[config.mk]
export PLATFORM = sky130hd
export DESIGN_NAME = i2c_master_transaction_sequencer
export DESIGN_NICKNAME = d
export VERILOG_FILES = /design/src/rtl/i2cms_pkg.sv /design/src/rtl/i2cms_core.sv /design/src/rtl/i2c_master_transaction_sequencer.sv
export SDC_FILE = /design/constraint.sdc
export NUM_CORES = 1
export LEC_CHECK = 0
export BUFFER_PORTS_ARGS = -buffer_cell sky130_fd_sc_hd__buf_2
export CORE_ASPECT_RATIO = 1.1
export CORE_MARGIN = 1.5
export CORE_UTILIZATION = 40
export DETAILED_ROUTE_END_ITERATION = 10
export GPL_TIMING_DRIVEN = 0
export SETUP_SLACK_MARGIN = 0.5
export SLEW_MARGIN = 20
export SYNTH_ARGS = -nofsm -noshare
export SYNTH_HDL_FRONTEND = slang
export SYNTH_SLANG_ARGS = --single-unit
[constraint.sdc]
create_clock -name i_clk -period 8.3 [get_ports i_clk]
set_input_delay 1.245 -clock i_clk [delete_from_list [all_inputs] [get_ports i_clk]]
set_output_delay 1.245 -clock i_clk [all_outputs]
set_load 0.03 [all_outputs]
[src/rtl/i2cms_pkg.sv]
`timescale 1ns / 1ps

package i2cms_pkg;

    // Buffer geometry
    localparam int BUF_DEPTH = 16;
    localparam int IDX_W     = $clog2(BUF_DEPTH + 1);
    localparam int ADDR_W    = (BUF_DEPTH > 1) ? $clog2(BUF_DEPTH) : 1;
    localparam int CMP_W     = IDX_W + 2;

    // Item kinds
    localparam logic [2:0] K_SETUP  = 3'd0;
    localparam logic [2:0] K_PUSH   = 3'd1;
    localparam logic [2:0] K_LAUNCH = 3'd2;
    localparam logic [2:0] K_EVENT  = 3'd3;
    localparam logic [2:0] K_POP    = 3'd4;
    localparam logic [2:0] K_KILL   = 3'd5;

    // Phases
    localparam logic [1:0] PH_IDLE    = 2'd0;
    localparam logic [1:0] PH_START   = 2'd1;
    localparam logic [1:0] PH_ADDRESS = 2'd2;
    localparam logic [1:0] PH_DATA    = 2'd3;

    // Transfer types
    localparam logic [1:0] TY_WRITE  = 2'd0;
    localparam logic [1:0] TY_READ   = 2'd1;
    localparam logic [1:0] TY_ATOMIC = 2'd2;

    // Bus commands
    localparam logic [2:0] CMD_NONE  = 3'd0;
    localparam logic [2:0] CMD_START = 3'd1;
    localparam logic [2:0] CMD_NACK  = 3'd2;
    localparam logic [2:0] CMD_ACK   = 3'd3;
    localparam logic [2:0] CMD_STOP  = 3'd4;

    // Bus status codes
    localparam logic [7:0] ST_MASK         = 8'hF8;
    localparam logic [7:0] ST_START        = 8'h08;
    localparam logic [7:0] ST_RSTART       = 8'h10;
    localparam logic [7:0] ST_MT_SLA_ACK   = 8'h18;
    localparam logic [7:0] ST_MT_SLA_NACK  = 8'h20;
    localparam logic [7:0] ST_MT_DATA_ACK  = 8'h28;
    localparam logic [7:0] ST_MT_DATA_NACK = 8'h30;
    localparam logic [7:0] ST_MR_SLA_ACK   = 8'h40;
    localparam logic [7:0] ST_MR_SLA_NACK  = 8'h48;
    localparam logic [7:0] ST_MR_DATA_ACK  = 8'h50;
    localparam logic [7:0] ST_MR_DATA_NACK = 8'h58;

    // Status reporting
    localparam logic [7:0] STAT_BUSY   = 8'hFF;
    localparam logic [7:0] STAT_WCUT   = 8'h80;
    localparam logic [7:0] STAT_RCUT   = 8'h40;
    localparam logic [7:0] POP_EMPTY   = 8'hFF;
    localparam logic [7:0] ADDR_MASK   = 8'hFE;

    typedef struct packed {
        logic [2:0] kind;
        logic [4:0] read_count;
        logic [7:0] write_data;
        logic [7:0] device_address;
        logic [7:0] bus_status;
        logic [7:0] rx_byte;
    } t_in;

    typedef struct packed {
        logic       accepted;
        logic [2:0] bus_command;
        logic       tx_valid;
        logic [7:0] tx_byte;
        logic [7:0] read_data;
        logic [7:0] error_status;
        logic [7:0] completion_status;
    } t_out;

endpackage

[src/rtl/i2cms_core.sv]
`timescale 1ns / 1ps

// Sequencer state, byte stores and the per-item step logic.
module i2cms_core
    import i2cms_pkg::*;
(
    input  logic i_clk,
    input  logic i_rst_n,
    input  logic i_step,
    input  t_in  i_item,
    output t_out o_result
);

    localparam logic [IDX_W-1:0] DEPTH_I = IDX_W'(BUF_DEPTH);

    logic [1:0]       r_phase, n_phase;
    logic [1:0]       r_type, n_type;
    logic [IDX_W-1:0] r_fill, n_fill;
    logic [IDX_W-1:0] r_send, n_send;
    logic [IDX_W-1:0] r_rcv, n_rcv;
    logic [IDX_W-1:0] r_drain, n_drain;
    logic [IDX_W-1:0] r_exp, n_exp;
    logic [7:0]       r_err, n_err;
    logic [7:0]       r_target, n_target;

    logic [7:0] r_tx_mem [BUF_DEPTH];
    logic [7:0] r_rx_mem [BUF_DEPTH];

    logic       tx_we, rx_we;
    logic [7:0] st;
    logic [7:0] tx_rd, rx_rd;
    t_out       res;

    assign st    = i_item.bus_status & ST_MASK;
    assign tx_rd = r_tx_mem[r_send[ADDR_W-1:0]];
    assign rx_rd = r_rx_mem[r_drain[ADDR_W-1:0]];

    always_comb begin
        n_phase  = r_phase;
        n_type   = r_type;
        n_fill   = r_fill;
        n_send   = r_send;
        n_rcv    = r_rcv;
        n_drain  = r_drain;
        n_exp    = r_exp;
        n_err    = r_err;
        n_target = r_target;
        tx_we    = 1'b0;
        rx_we    = 1'b0;
        res      = '0;

        case (i_item.kind)
            K_SETUP: begin
                if (CMP_W'(i_item.read_count) > CMP_W'(BUF_DEPTH)) begin
                    n_exp = DEPTH_I;
                end else begin
                    n_exp = IDX_W'(i_item.read_count);
                end
                n_fill  = '0;
                n_send  = '0;
                n_rcv   = '0;
                n_drain = '0;
            end
            K_PUSH: begin
                if (r_fill < DEPTH_I) begin
                    tx_we        = 1'b1;
                    n_fill       = r_fill + 1'b1;
                    res.accepted = 1'b1;
                end
            end
            K_LAUNCH: begin
                if (r_phase == PH_IDLE) begin
                    n_err    = '0;
                    n_target = i_item.device_address & ADDR_MASK;
                    if (r_fill != '0 || r_exp != '0) begin
                        if (r_fill != '0) begin
                            n_type = (r_exp != '0) ? TY_ATOMIC : TY_WRITE;
                        end else begin
                            n_type = TY_READ;
                        end
                        res.bus_command = CMD_START;
                        n_phase         = PH_START;
                        res.accepted    = 1'b1;
                    end
                end
            end
            K_EVENT: begin
                case (r_phase)
                    PH_START: begin
                        if (st == ST_START || st == ST_RSTART) begin
                            res.tx_valid    = 1'b1;
                            res.tx_byte     = r_target | {7'd0, r_type == TY_READ};
                            res.bus_command = CMD_NACK;
                            n_phase         = PH_ADDRESS;
                        end else begin
                            n_err   = st;
                            n_phase = PH_IDLE;
                        end
                    end
                    PH_ADDRESS: begin
                        if (r_type == TY_READ) begin
                            if (st == ST_MR_SLA_ACK) begin
                                res.bus_command = (r_exp == IDX_W'(1)) ? CMD_NACK : CMD_ACK;
                                n_phase         = PH_DATA;
                            end else if (st == ST_MR_SLA_NACK) begin
                                res.bus_command = CMD_STOP;
                                n_phase         = PH_IDLE;
                            end else begin
                                n_err   = st;
                                n_phase = PH_IDLE;
                            end
                        end else begin
                            if (st == ST_MT_SLA_ACK) begin
                                res.tx_valid    = 1'b1;
                                if (r_send < DEPTH_I) begin
                                    res.tx_byte = tx_rd;
                                    n_send      = r_send + 1'b1;
                                end
                                res.bus_command = CMD_NACK;
                                n_phase         = PH_DATA;
                            end else if (st == ST_MT_SLA_NACK) begin
                                res.bus_command = CMD_STOP;
                                n_phase         = PH_IDLE;
                            end else begin
                                n_err   = st;
                                n_phase = PH_IDLE;
                            end
                        end
                    end
                    PH_DATA: begin
                        if (r_type == TY_READ) begin
                            if (r_rcv < DEPTH_I) begin
                                rx_we = 1'b1;
                                n_rcv = r_rcv + 1'b1;
                            end
                            if (st == ST_MR_DATA_ACK) begin
                                if (n_rcv == r_exp || n_rcv >= DEPTH_I) begin
                                    res.bus_command = CMD_STOP;
                                    n_phase         = PH_IDLE;
                                end else if (CMP_W'(n_rcv) + 1'b1 == CMP_W'(r_exp)) begin
                                    res.bus_command = CMD_NACK;
                                end else begin
                                    res.bus_command = CMD_ACK;
                                end
                            end else if (st == ST_MR_DATA_NACK) begin
                                res.bus_command = CMD_STOP;
                                n_phase         = PH_IDLE;
                            end else begin
                                n_err   = ST_MR_DATA_ACK;
                                n_phase = PH_IDLE;
                            end
                        end else begin
                            if (st == ST_MT_DATA_ACK) begin
                                if (r_send >= r_fill) begin
                                    if (r_type == TY_ATOMIC) begin
                                        // write part done: repeated start into the read
                                        n_type          = TY_READ;
                                        res.bus_command = CMD_START;
                                        n_phase         = PH_START;
                                    end else begin
                                        res.bus_command = CMD_STOP;
                                        n_phase         = PH_IDLE;
                                    end
                                end else begin
                                    res.tx_valid = 1'b1;
                                    if (r_send < DEPTH_I) begin
                                        res.tx_byte = tx_rd;
                                        n_send      = r_send + 1'b1;
                                    end
                                    res.bus_command = CMD_NACK;
                                end
                            end else if (st == ST_MT_DATA_NACK) begin
                                res.bus_command = CMD_STOP;
                                n_phase         = PH_IDLE;
                            end else begin
                                n_err   = ST_MT_DATA_ACK;
                                n_phase = PH_IDLE;
                            end
                        end
                    end
                    default: begin
                    end
                endcase
            end
            K_POP: begin
                if (r_drain < DEPTH_I) begin
                    res.read_data = rx_rd;
                    n_drain       = r_drain + 1'b1;
                    res.accepted  = 1'b1;
                end else begin
                    res.read_data = POP_EMPTY;
                end
            end
            K_KILL: begin
                res.bus_command = CMD_STOP;
                n_phase         = PH_IDLE;
            end
            default: begin
            end
        endcase

        // status as it stands after this item
        if (n_phase != PH_IDLE) begin
            res.error_status      = STAT_BUSY;
            res.completion_status = STAT_BUSY;
        end else begin
            res.error_status = n_err;
            if (n_send != n_fill) begin
                res.completion_status = STAT_WCUT + 8'(n_send);
            end else if (n_rcv != n_exp) begin
                res.completion_status = STAT_RCUT + 8'(n_rcv);
            end else begin
                res.completion_status = '0;
            end
        end
    end

    assign o_result = res;

    always_ff @(posedge i_clk) begin
        if (!i_rst_n) begin
            r_phase  <= PH_IDLE;
            r_type   <= TY_WRITE;
            r_fill   <= '0;
            r_send   <= '0;
            r_rcv    <= '0;
            r_drain  <= '0;
            r_exp    <= '0;
            r_err    <= '0;
            r_target <= '0;
        end else if (i_step) begin
            r_phase  <= n_phase;
            r_type   <= n_type;
            r_fill   <= n_fill;
            r_send   <= n_send;
            r_rcv    <= n_rcv;
            r_drain  <= n_drain;
            r_exp    <= n_exp;
            r_err    <= n_err;
            r_target <= n_target;
        end
    end

    // byte stores: no reset, entries are defined once written
    always_ff @(posedge i_clk) begin
        if (i_step && tx_we) begin
            r_tx_mem[r_fill[ADDR_W-1:0]] <= i_item.write_data;
        end
        if (i_step && rx_we) begin
            r_rx_mem[r_rcv[ADDR_W-1:0]] <= i_item.rx_byte;
        end
    end

endmodule

[src/rtl/i2c_master_transaction_sequencer.sv]
`timescale 1ns / 1ps

// I2C master transaction sequencer.
// Input channel (i_in_valid / o_in_stall / i_in_data) carries one item per
// transfer: setup, push byte, launch, bus status event, pop byte or kill.
// Output channel (o_out_valid / i_out_stall / o_out_data) returns exactly one
// result item per input item, in order: accept flag, bus command, byte to
// send, popped byte, busy/error status and completion status.
// An accepted item waits in the input register; the step logic processes it
// into the result register once that register can take a new result.
// Throughput: one item per cycle while the receiver does not stall. The step
// logic and all state update together as the result register loads.
// Stall: when the receiver stalls, the result register holds; the input
// register still takes one more item and then o_in_stall rises until the
// result moves on. Nothing is dropped or repeated.
// Reset (synchronous, active low): phase idle, all indices, expected read
// count, error code and target address cleared; both registers empty. Byte
// stores are not cleared and hold garbage until written.
module i2c_master_transaction_sequencer
    import i2cms_pkg::*;
(
    input  logic i_clk,
    input  logic i_rst_n,
    input  logic i_in_valid,
    output logic o_in_stall,
    input  t_in  i_in_data,
    output logic o_out_valid,
    input  logic i_out_stall,
    output t_out o_out_data
);

    logic r_in_valid;
    t_in  r_in_data;
    logic r_out_valid;
    t_out r_out_data;

    logic out_free;
    logic step;
    t_out step_res;

    // result register can take a new result this cycle
    assign out_free   = !r_out_valid || !i_out_stall;
    assign step       = r_in_valid && out_free;
    assign o_in_stall = r_in_valid && !out_free;

    i2cms_core u_core (
        .i_clk    (i_clk),
        .i_rst_n  (i_rst_n),
        .i_step   (step),
        .i_item   (r_in_data),
        .o_result (step_res)
    );

    // input register
    always_ff @(posedge i_clk) begin
        if (!i_rst_n) begin
            r_in_valid <= 1'b0;
        end else if (i_in_valid && !o_in_stall) begin
            r_in_valid <= 1'b1;
        end else if (step) begin
            r_in_valid <= 1'b0;
        end
    end

    always_ff @(posedge i_clk) begin
        if (i_in_valid && !o_in_stall) begin
            r_in_data <= i_in_data;
        end
    end

    // result register
    always_ff @(posedge i_clk) begin
        if (!i_rst_n) begin
            r_out_valid <= 1'b0;
        end else if (step) begin
            r_out_valid <= 1'b1;
        end else if (!i_out_stall) begin
            r_out_valid <= 1'b0;
        end
    end

    always_ff @(posedge i_clk) begin
        if (step) begin
            r_out_data <= step_res;
        end
    end

    assign o_out_valid = r_out_valid;
    assign o_out_data  = r_out_data;

endmodule

==> impl_summary.md <==
Synth
The synthesized netlist devotes under 10% of its cell area to XOR and XNOR gates. The number of distinct library cells after synthesis is just under 80. The number of enable flip-flop cells after synthesis is 329. For this run, asynchronously set or reset flops after synthesis account for 0%. The share of the Yosys chip area taken by registers is 66.6%. After synthesis, the largest family of logic cells by area is multiplexers.

The basic-gate share of the synthesized area counting and, or, nand and nor cells is under 10%. The area of the mapped netlist is ~0.016 mm². In the synthesized netlist, the number of instances is 1103.

The count of yosys warnings during synthesis is 0. Of the total synthesized cell area, the portion taken by full adders, half adders and majority gates is 1.22%. The per-instance average area after synthesis is 14.9 µm². Synthesis produced a netlist with a net count of about 1200. For this run, the leading register cell type out of synthesis is edfxtp_1.

The post-synthesis compound-gate area fraction is 7.52%. After synthesis the netlist holds a flip-flop and latch count of between 300 and 400. The fraction of synthesized area in multiplexers is 11.7%.

Route
The count of nets left with antenna violations once routing finished came out at 0. The detailed-routed wire length on met3 is 2.41 mm. The count of vias placed by the detailed router is 9862. The post-detailed-route via-to-cell ratio is about 5.6. The violation count after the first detailed-routing iteration is 772. The post-route DRC violation count is 0. In the final routing, the length of wire on met1 measures 16.6 mm. After detailed routing, the average wire length per cell comes to around 22 µm. After detailed routing, the met2 layer carries 18.5 mm of wire.

Wires add up to 38.5 mm. The highest metal layer carrying signal wires in the routed design is met4. The number of optimization iterations in the first detailed-route pass is 5.

Setup path
Along the worst path, the maximum fanout reaches 10. The depth of the worst register-to-register path is 9. The kind of end point of the critical path is a flip-flop. The beginning of the worst register-to-register path is u_core.r_fill[0]. The arrival time of data at the critical path endpoint is 3.76 ns.

The endpoint required time on the critical path is 8.60 ns. In this run the critical register-to-register path is captured at o_out_data[3]. Across all register-to-register paths, the minimum setup slack is 4.84 ns.

The kind of launch point of the worst setup path is a flip-flop. The worst setup path is of the reg -> reg kind.

Finish
The number of nets in the final layout is 1285. The number of inserted diodes is 0. The post-route core utilization is between 40% and 50%. The area growth from synthesis to layout is 14.7%. The footprint of the flip-flops and latches is approximately 0.011 mm². Summing all multi-input logic gate instances after layout gives 0.00517 mm².

After the flow finishes, the layout carries non-filler instances totaling 1770. In the final layout, the share of cells above drive strength 1 is between 20% and 30%. The cell area after layout is 0.0189 mm². The number of fill cells is between 3000 and 4000.

Global route
Entering global routing, the biggest net connects 47 pins. The number of global-route vias before repair was 9778. The total overflow left after global routing is 0. The number of antenna violations at the first check in global routing came to 0.

The total routing usage reported by global routing is a little under a fifth. The first-pass GRT wire length is 59.1 mm.

Min path
The path with the worst hold slack has its endpoint at u_core.r_err[1]. The kind of path behind the tightest hold check is reg -> reg. The source of the worst hold timing path is u_core.r_err[1]. Along the worst hold path, the cell count comes to 2.

STA
The worst setup skew after layout is 0.0274 ns. The final critical path takes up 41.7% of the cycle. The number of hold violations in the final report came to 0. Hold timing on the final database bottoms out at a slack of 0.428 ns. For the finished layout, the period the worst path requires is 3.46 ns. The total count of max-transition violations in the final report was 0. The total negative setup slack is 0 ns. The max-slew headroom at the worst pin is a little over a fifth. At the pin with the least slew margin, the transition time is approximately 1.2 ns. Timing would allow up to between 200 and 300 MHz. Across all setup checks in the final design, the least slack found is 4.84 ns.

Setup repair after global routing left no endpoint under its margin. Setup violations remaining at the end of the flow were counted as 0.

CTS
The tree is rooted in a clkbuf_16. The number of gates resized after CTS is 0. After clock tree synthesis, the clock-pin slew on the worst setup and hold paths is 0.06 ns. The H-tree was split into 2 levels.

The clock drives 383 sinks. The number of CTS-inserted buffers is 41. The clock tree from TritonCTS is built. The clock network latency to the later pin of the worst-skew pair is 0.57 ns.

The number of setup buffers added after CTS is 0. The maximum count of clock buffers along a single path is 3. The hold buffer count at CTS is 0.

Floorplanning
The vertical die dimension is 216 µm. The starting density of the core is between 40% and 50%. After floorplanning, the core was sized to cover 0.0404 mm². 83 I/O pins were placed. The floorplan has 77 rows.

The die covers 0.0424 mm². From left edge to right edge, the die measures 196 µm.

Placed design
The instance area at placement is 0.0176 mm². Prior to clock tree synthesis, the placed netlist has a worst setup slack of 4.51 ns. The detailed-placement wirelength estimate is between 20 and 30 mm. Buffers placed on the I/O ports in this run total 78. The global placer's final weighted congestion is 0.889. The number of placed cells counting well taps is 1695.

Power and ir drop
The power after layout is 4.20 mW. The design internal power is ~3.3 mW. In this run, the clock network consumes 43.3% of the power.

Net switching is 22.3% of the power. Summed over all cells, the static leakage comes to 6.13 nW. The ratio of total power to cell area is 222 mW/mm².

The proportion of power drawn by combinational gates is 5.4%. Sequential cells burn 51.3% of the power. The worst-case IR drop observed on VDD is 0.206 mV.

The net load switching power is 0.937 mW.

Run status
The flow ran to the end, and the final reports show no timing, DRC or antenna violations.

Flow run
The reported max-cap violation count is 0.
[layer usage]
| layer | vias up | global-route usage [%] |
|---|---|---|
| li1 | 4545 | - |
| met1 | 4949 | 25.4 |
| met2 | 304 | 30.1 |
| met3 | 64 | 3.13 |
| met4 | 0 | 6.72 |
| met5 | - | 0 |
[flip-flops by register name, summed over array words and instances, names as in the netlist, named ones only]
signal and cells:
o_out_data 37, u_core.r_err 8, u_core.r_send 5, u_core.r_type 2
u_core.r_rx_mem 128, u_core.r_exp 5, u_core.r_rcv 5, r_in_valid 1
u_core.r_fill 5, r_in_data 36, u_core.r_tx_mem 128, u_core.r_phase 2
o_out_valid 1, u_core.r_drain 5, u_core.r_target 7
[power groups by stage]
stage	logic, mW	clock network [mW]	registers, mW
2_1_floorplan	0.130	0	2.20
4_1_cts	0.226	1.86	2.15
3_3_place_gp	0.222	0	2.19
6_report	0.226	1.82	2.15
5_1_grt	0.245	1.93	2.16
3_5_place_dp	0.225	0	2.19
[cells in the final DEF (no fill, tap or decap), types with 5 or more instances in the layout]
cell type / netlist / routed
a211o_1: 5 / 5
a211oi_1: 12 / 12
a21o_1: 6 / 6
a21oi_1: 44 / 44
a22oi_1: 15 / 15
a31oi_1: 11 / 11
and3_1: 7 / 7
buf_1: 9 / 9
buf_2: 12 / 90
clkbuf_1: 42 / 52
clkbuf_16: 0 / 42
clkinv_1: 4 / 9
clkinv_2: 0 / 8
dfxtp_1: 54 / 54
edfxtp_1: 329 / 329
ha_1: 16 / 16
inv_1: 22 / 22
mux2i_1: 10 / 10
mux4_2: 80 / 80
nand2_1: 53 / 53
nand2b_1: 18 / 18
nand3_1: 16 / 16
nand3b_1: 5 / 5
nor2_1: 127 / 127
nor2b_1: 11 / 10
nor3_1: 24 / 20
nor3_2: 1 / 5
nor3b_1: 6 / 6
nor4_1: 6 / 6
o211ai_1: 5 / 5
o21a_1: 6 / 6
o21ai_0: 40 / 40
o221ai_1: 5 / 5
o31ai_1: 5 / 5
xnor2_1: 14 / 14
xor2_1: 12 / 12
[Yosys cell counts, types with 7 or more instances]
master    count  area (µm²)
buf_1         9        33.8
a21oi_1      44         220
nand2_1      53         199
edfxtp_1    329        9880
mux4_2       80        1800
inv_1        22        82.6
nor3_1       24         120
xor2_1       12         105
buf_2        12        60.1
and3_1        7        43.8
a211oi_1     12        90.1
o21ai_0      40         200
mux2i_1      10         100
a22oi_1      15         113
a31oi_1      11        68.8
ha_1         16         200
clkbuf_1     42         158
nand2b_1     18         113
nor2b_1      11        68.8
dfxtp_1      54        1080
nor2_1      127         477
nand3_1      16        80.1
xnor2_1      14         123
[cell type report]
class	count	area share, %
Buffer	65	1.45
Multi-Input combinational cell	629	27.4
Sequential cell	383	58.0
Timing Repair Buffer	79	2.17
Inverter	26	0.517
Clock buffer	53	5.78
Tap cell	513	3.40
Clock inverter	22	1.27
[cells by family after synthesis]
family	Yosys count
xor gates and xnor gates	26
buffers and inverters	91
AOI/OAI and AO/OA	186
muxes	92
DFF	383
adders and majority gates	16
and+or+nand+nor	309
[worst max-delay path, cell delays in order, from the launching register on]
cell      delay [ns]
dfxtp_1         0.39
inv_1           0.13
ha_1            0.18
nor4b_1         0.82
a21o_1          0.31
o21ai_0         0.20
nor4_1          0.31
a22o_1          0.42
buf_2           0.30
o211ai_2        0.12
[worst max-delay path by stage]
stage / end / cells after the start / slack [ns] / from
3_5_place_dp: u_core.r_tx_mem[6][4] / 6 / 4.51 / i_out_stall
6_report: o_out_data[3] / 9 / 4.84 / u_core.r_fill[0]
2_1_floorplan: r_in_data[0] / 2 / 4.66 / i_out_stall
4_1_cts: o_out_data[2] / 11 / 4.86 / u_core.r_fill[2]
5_1_grt: o_out_data[9] / 9 / 4.59 / u_core.r_fill[0]
3_3_place_gp: r_in_data[32] / 3 / 3.15 / i_out_stall
No activity file was read; power rests on OpenSTA's default activity.
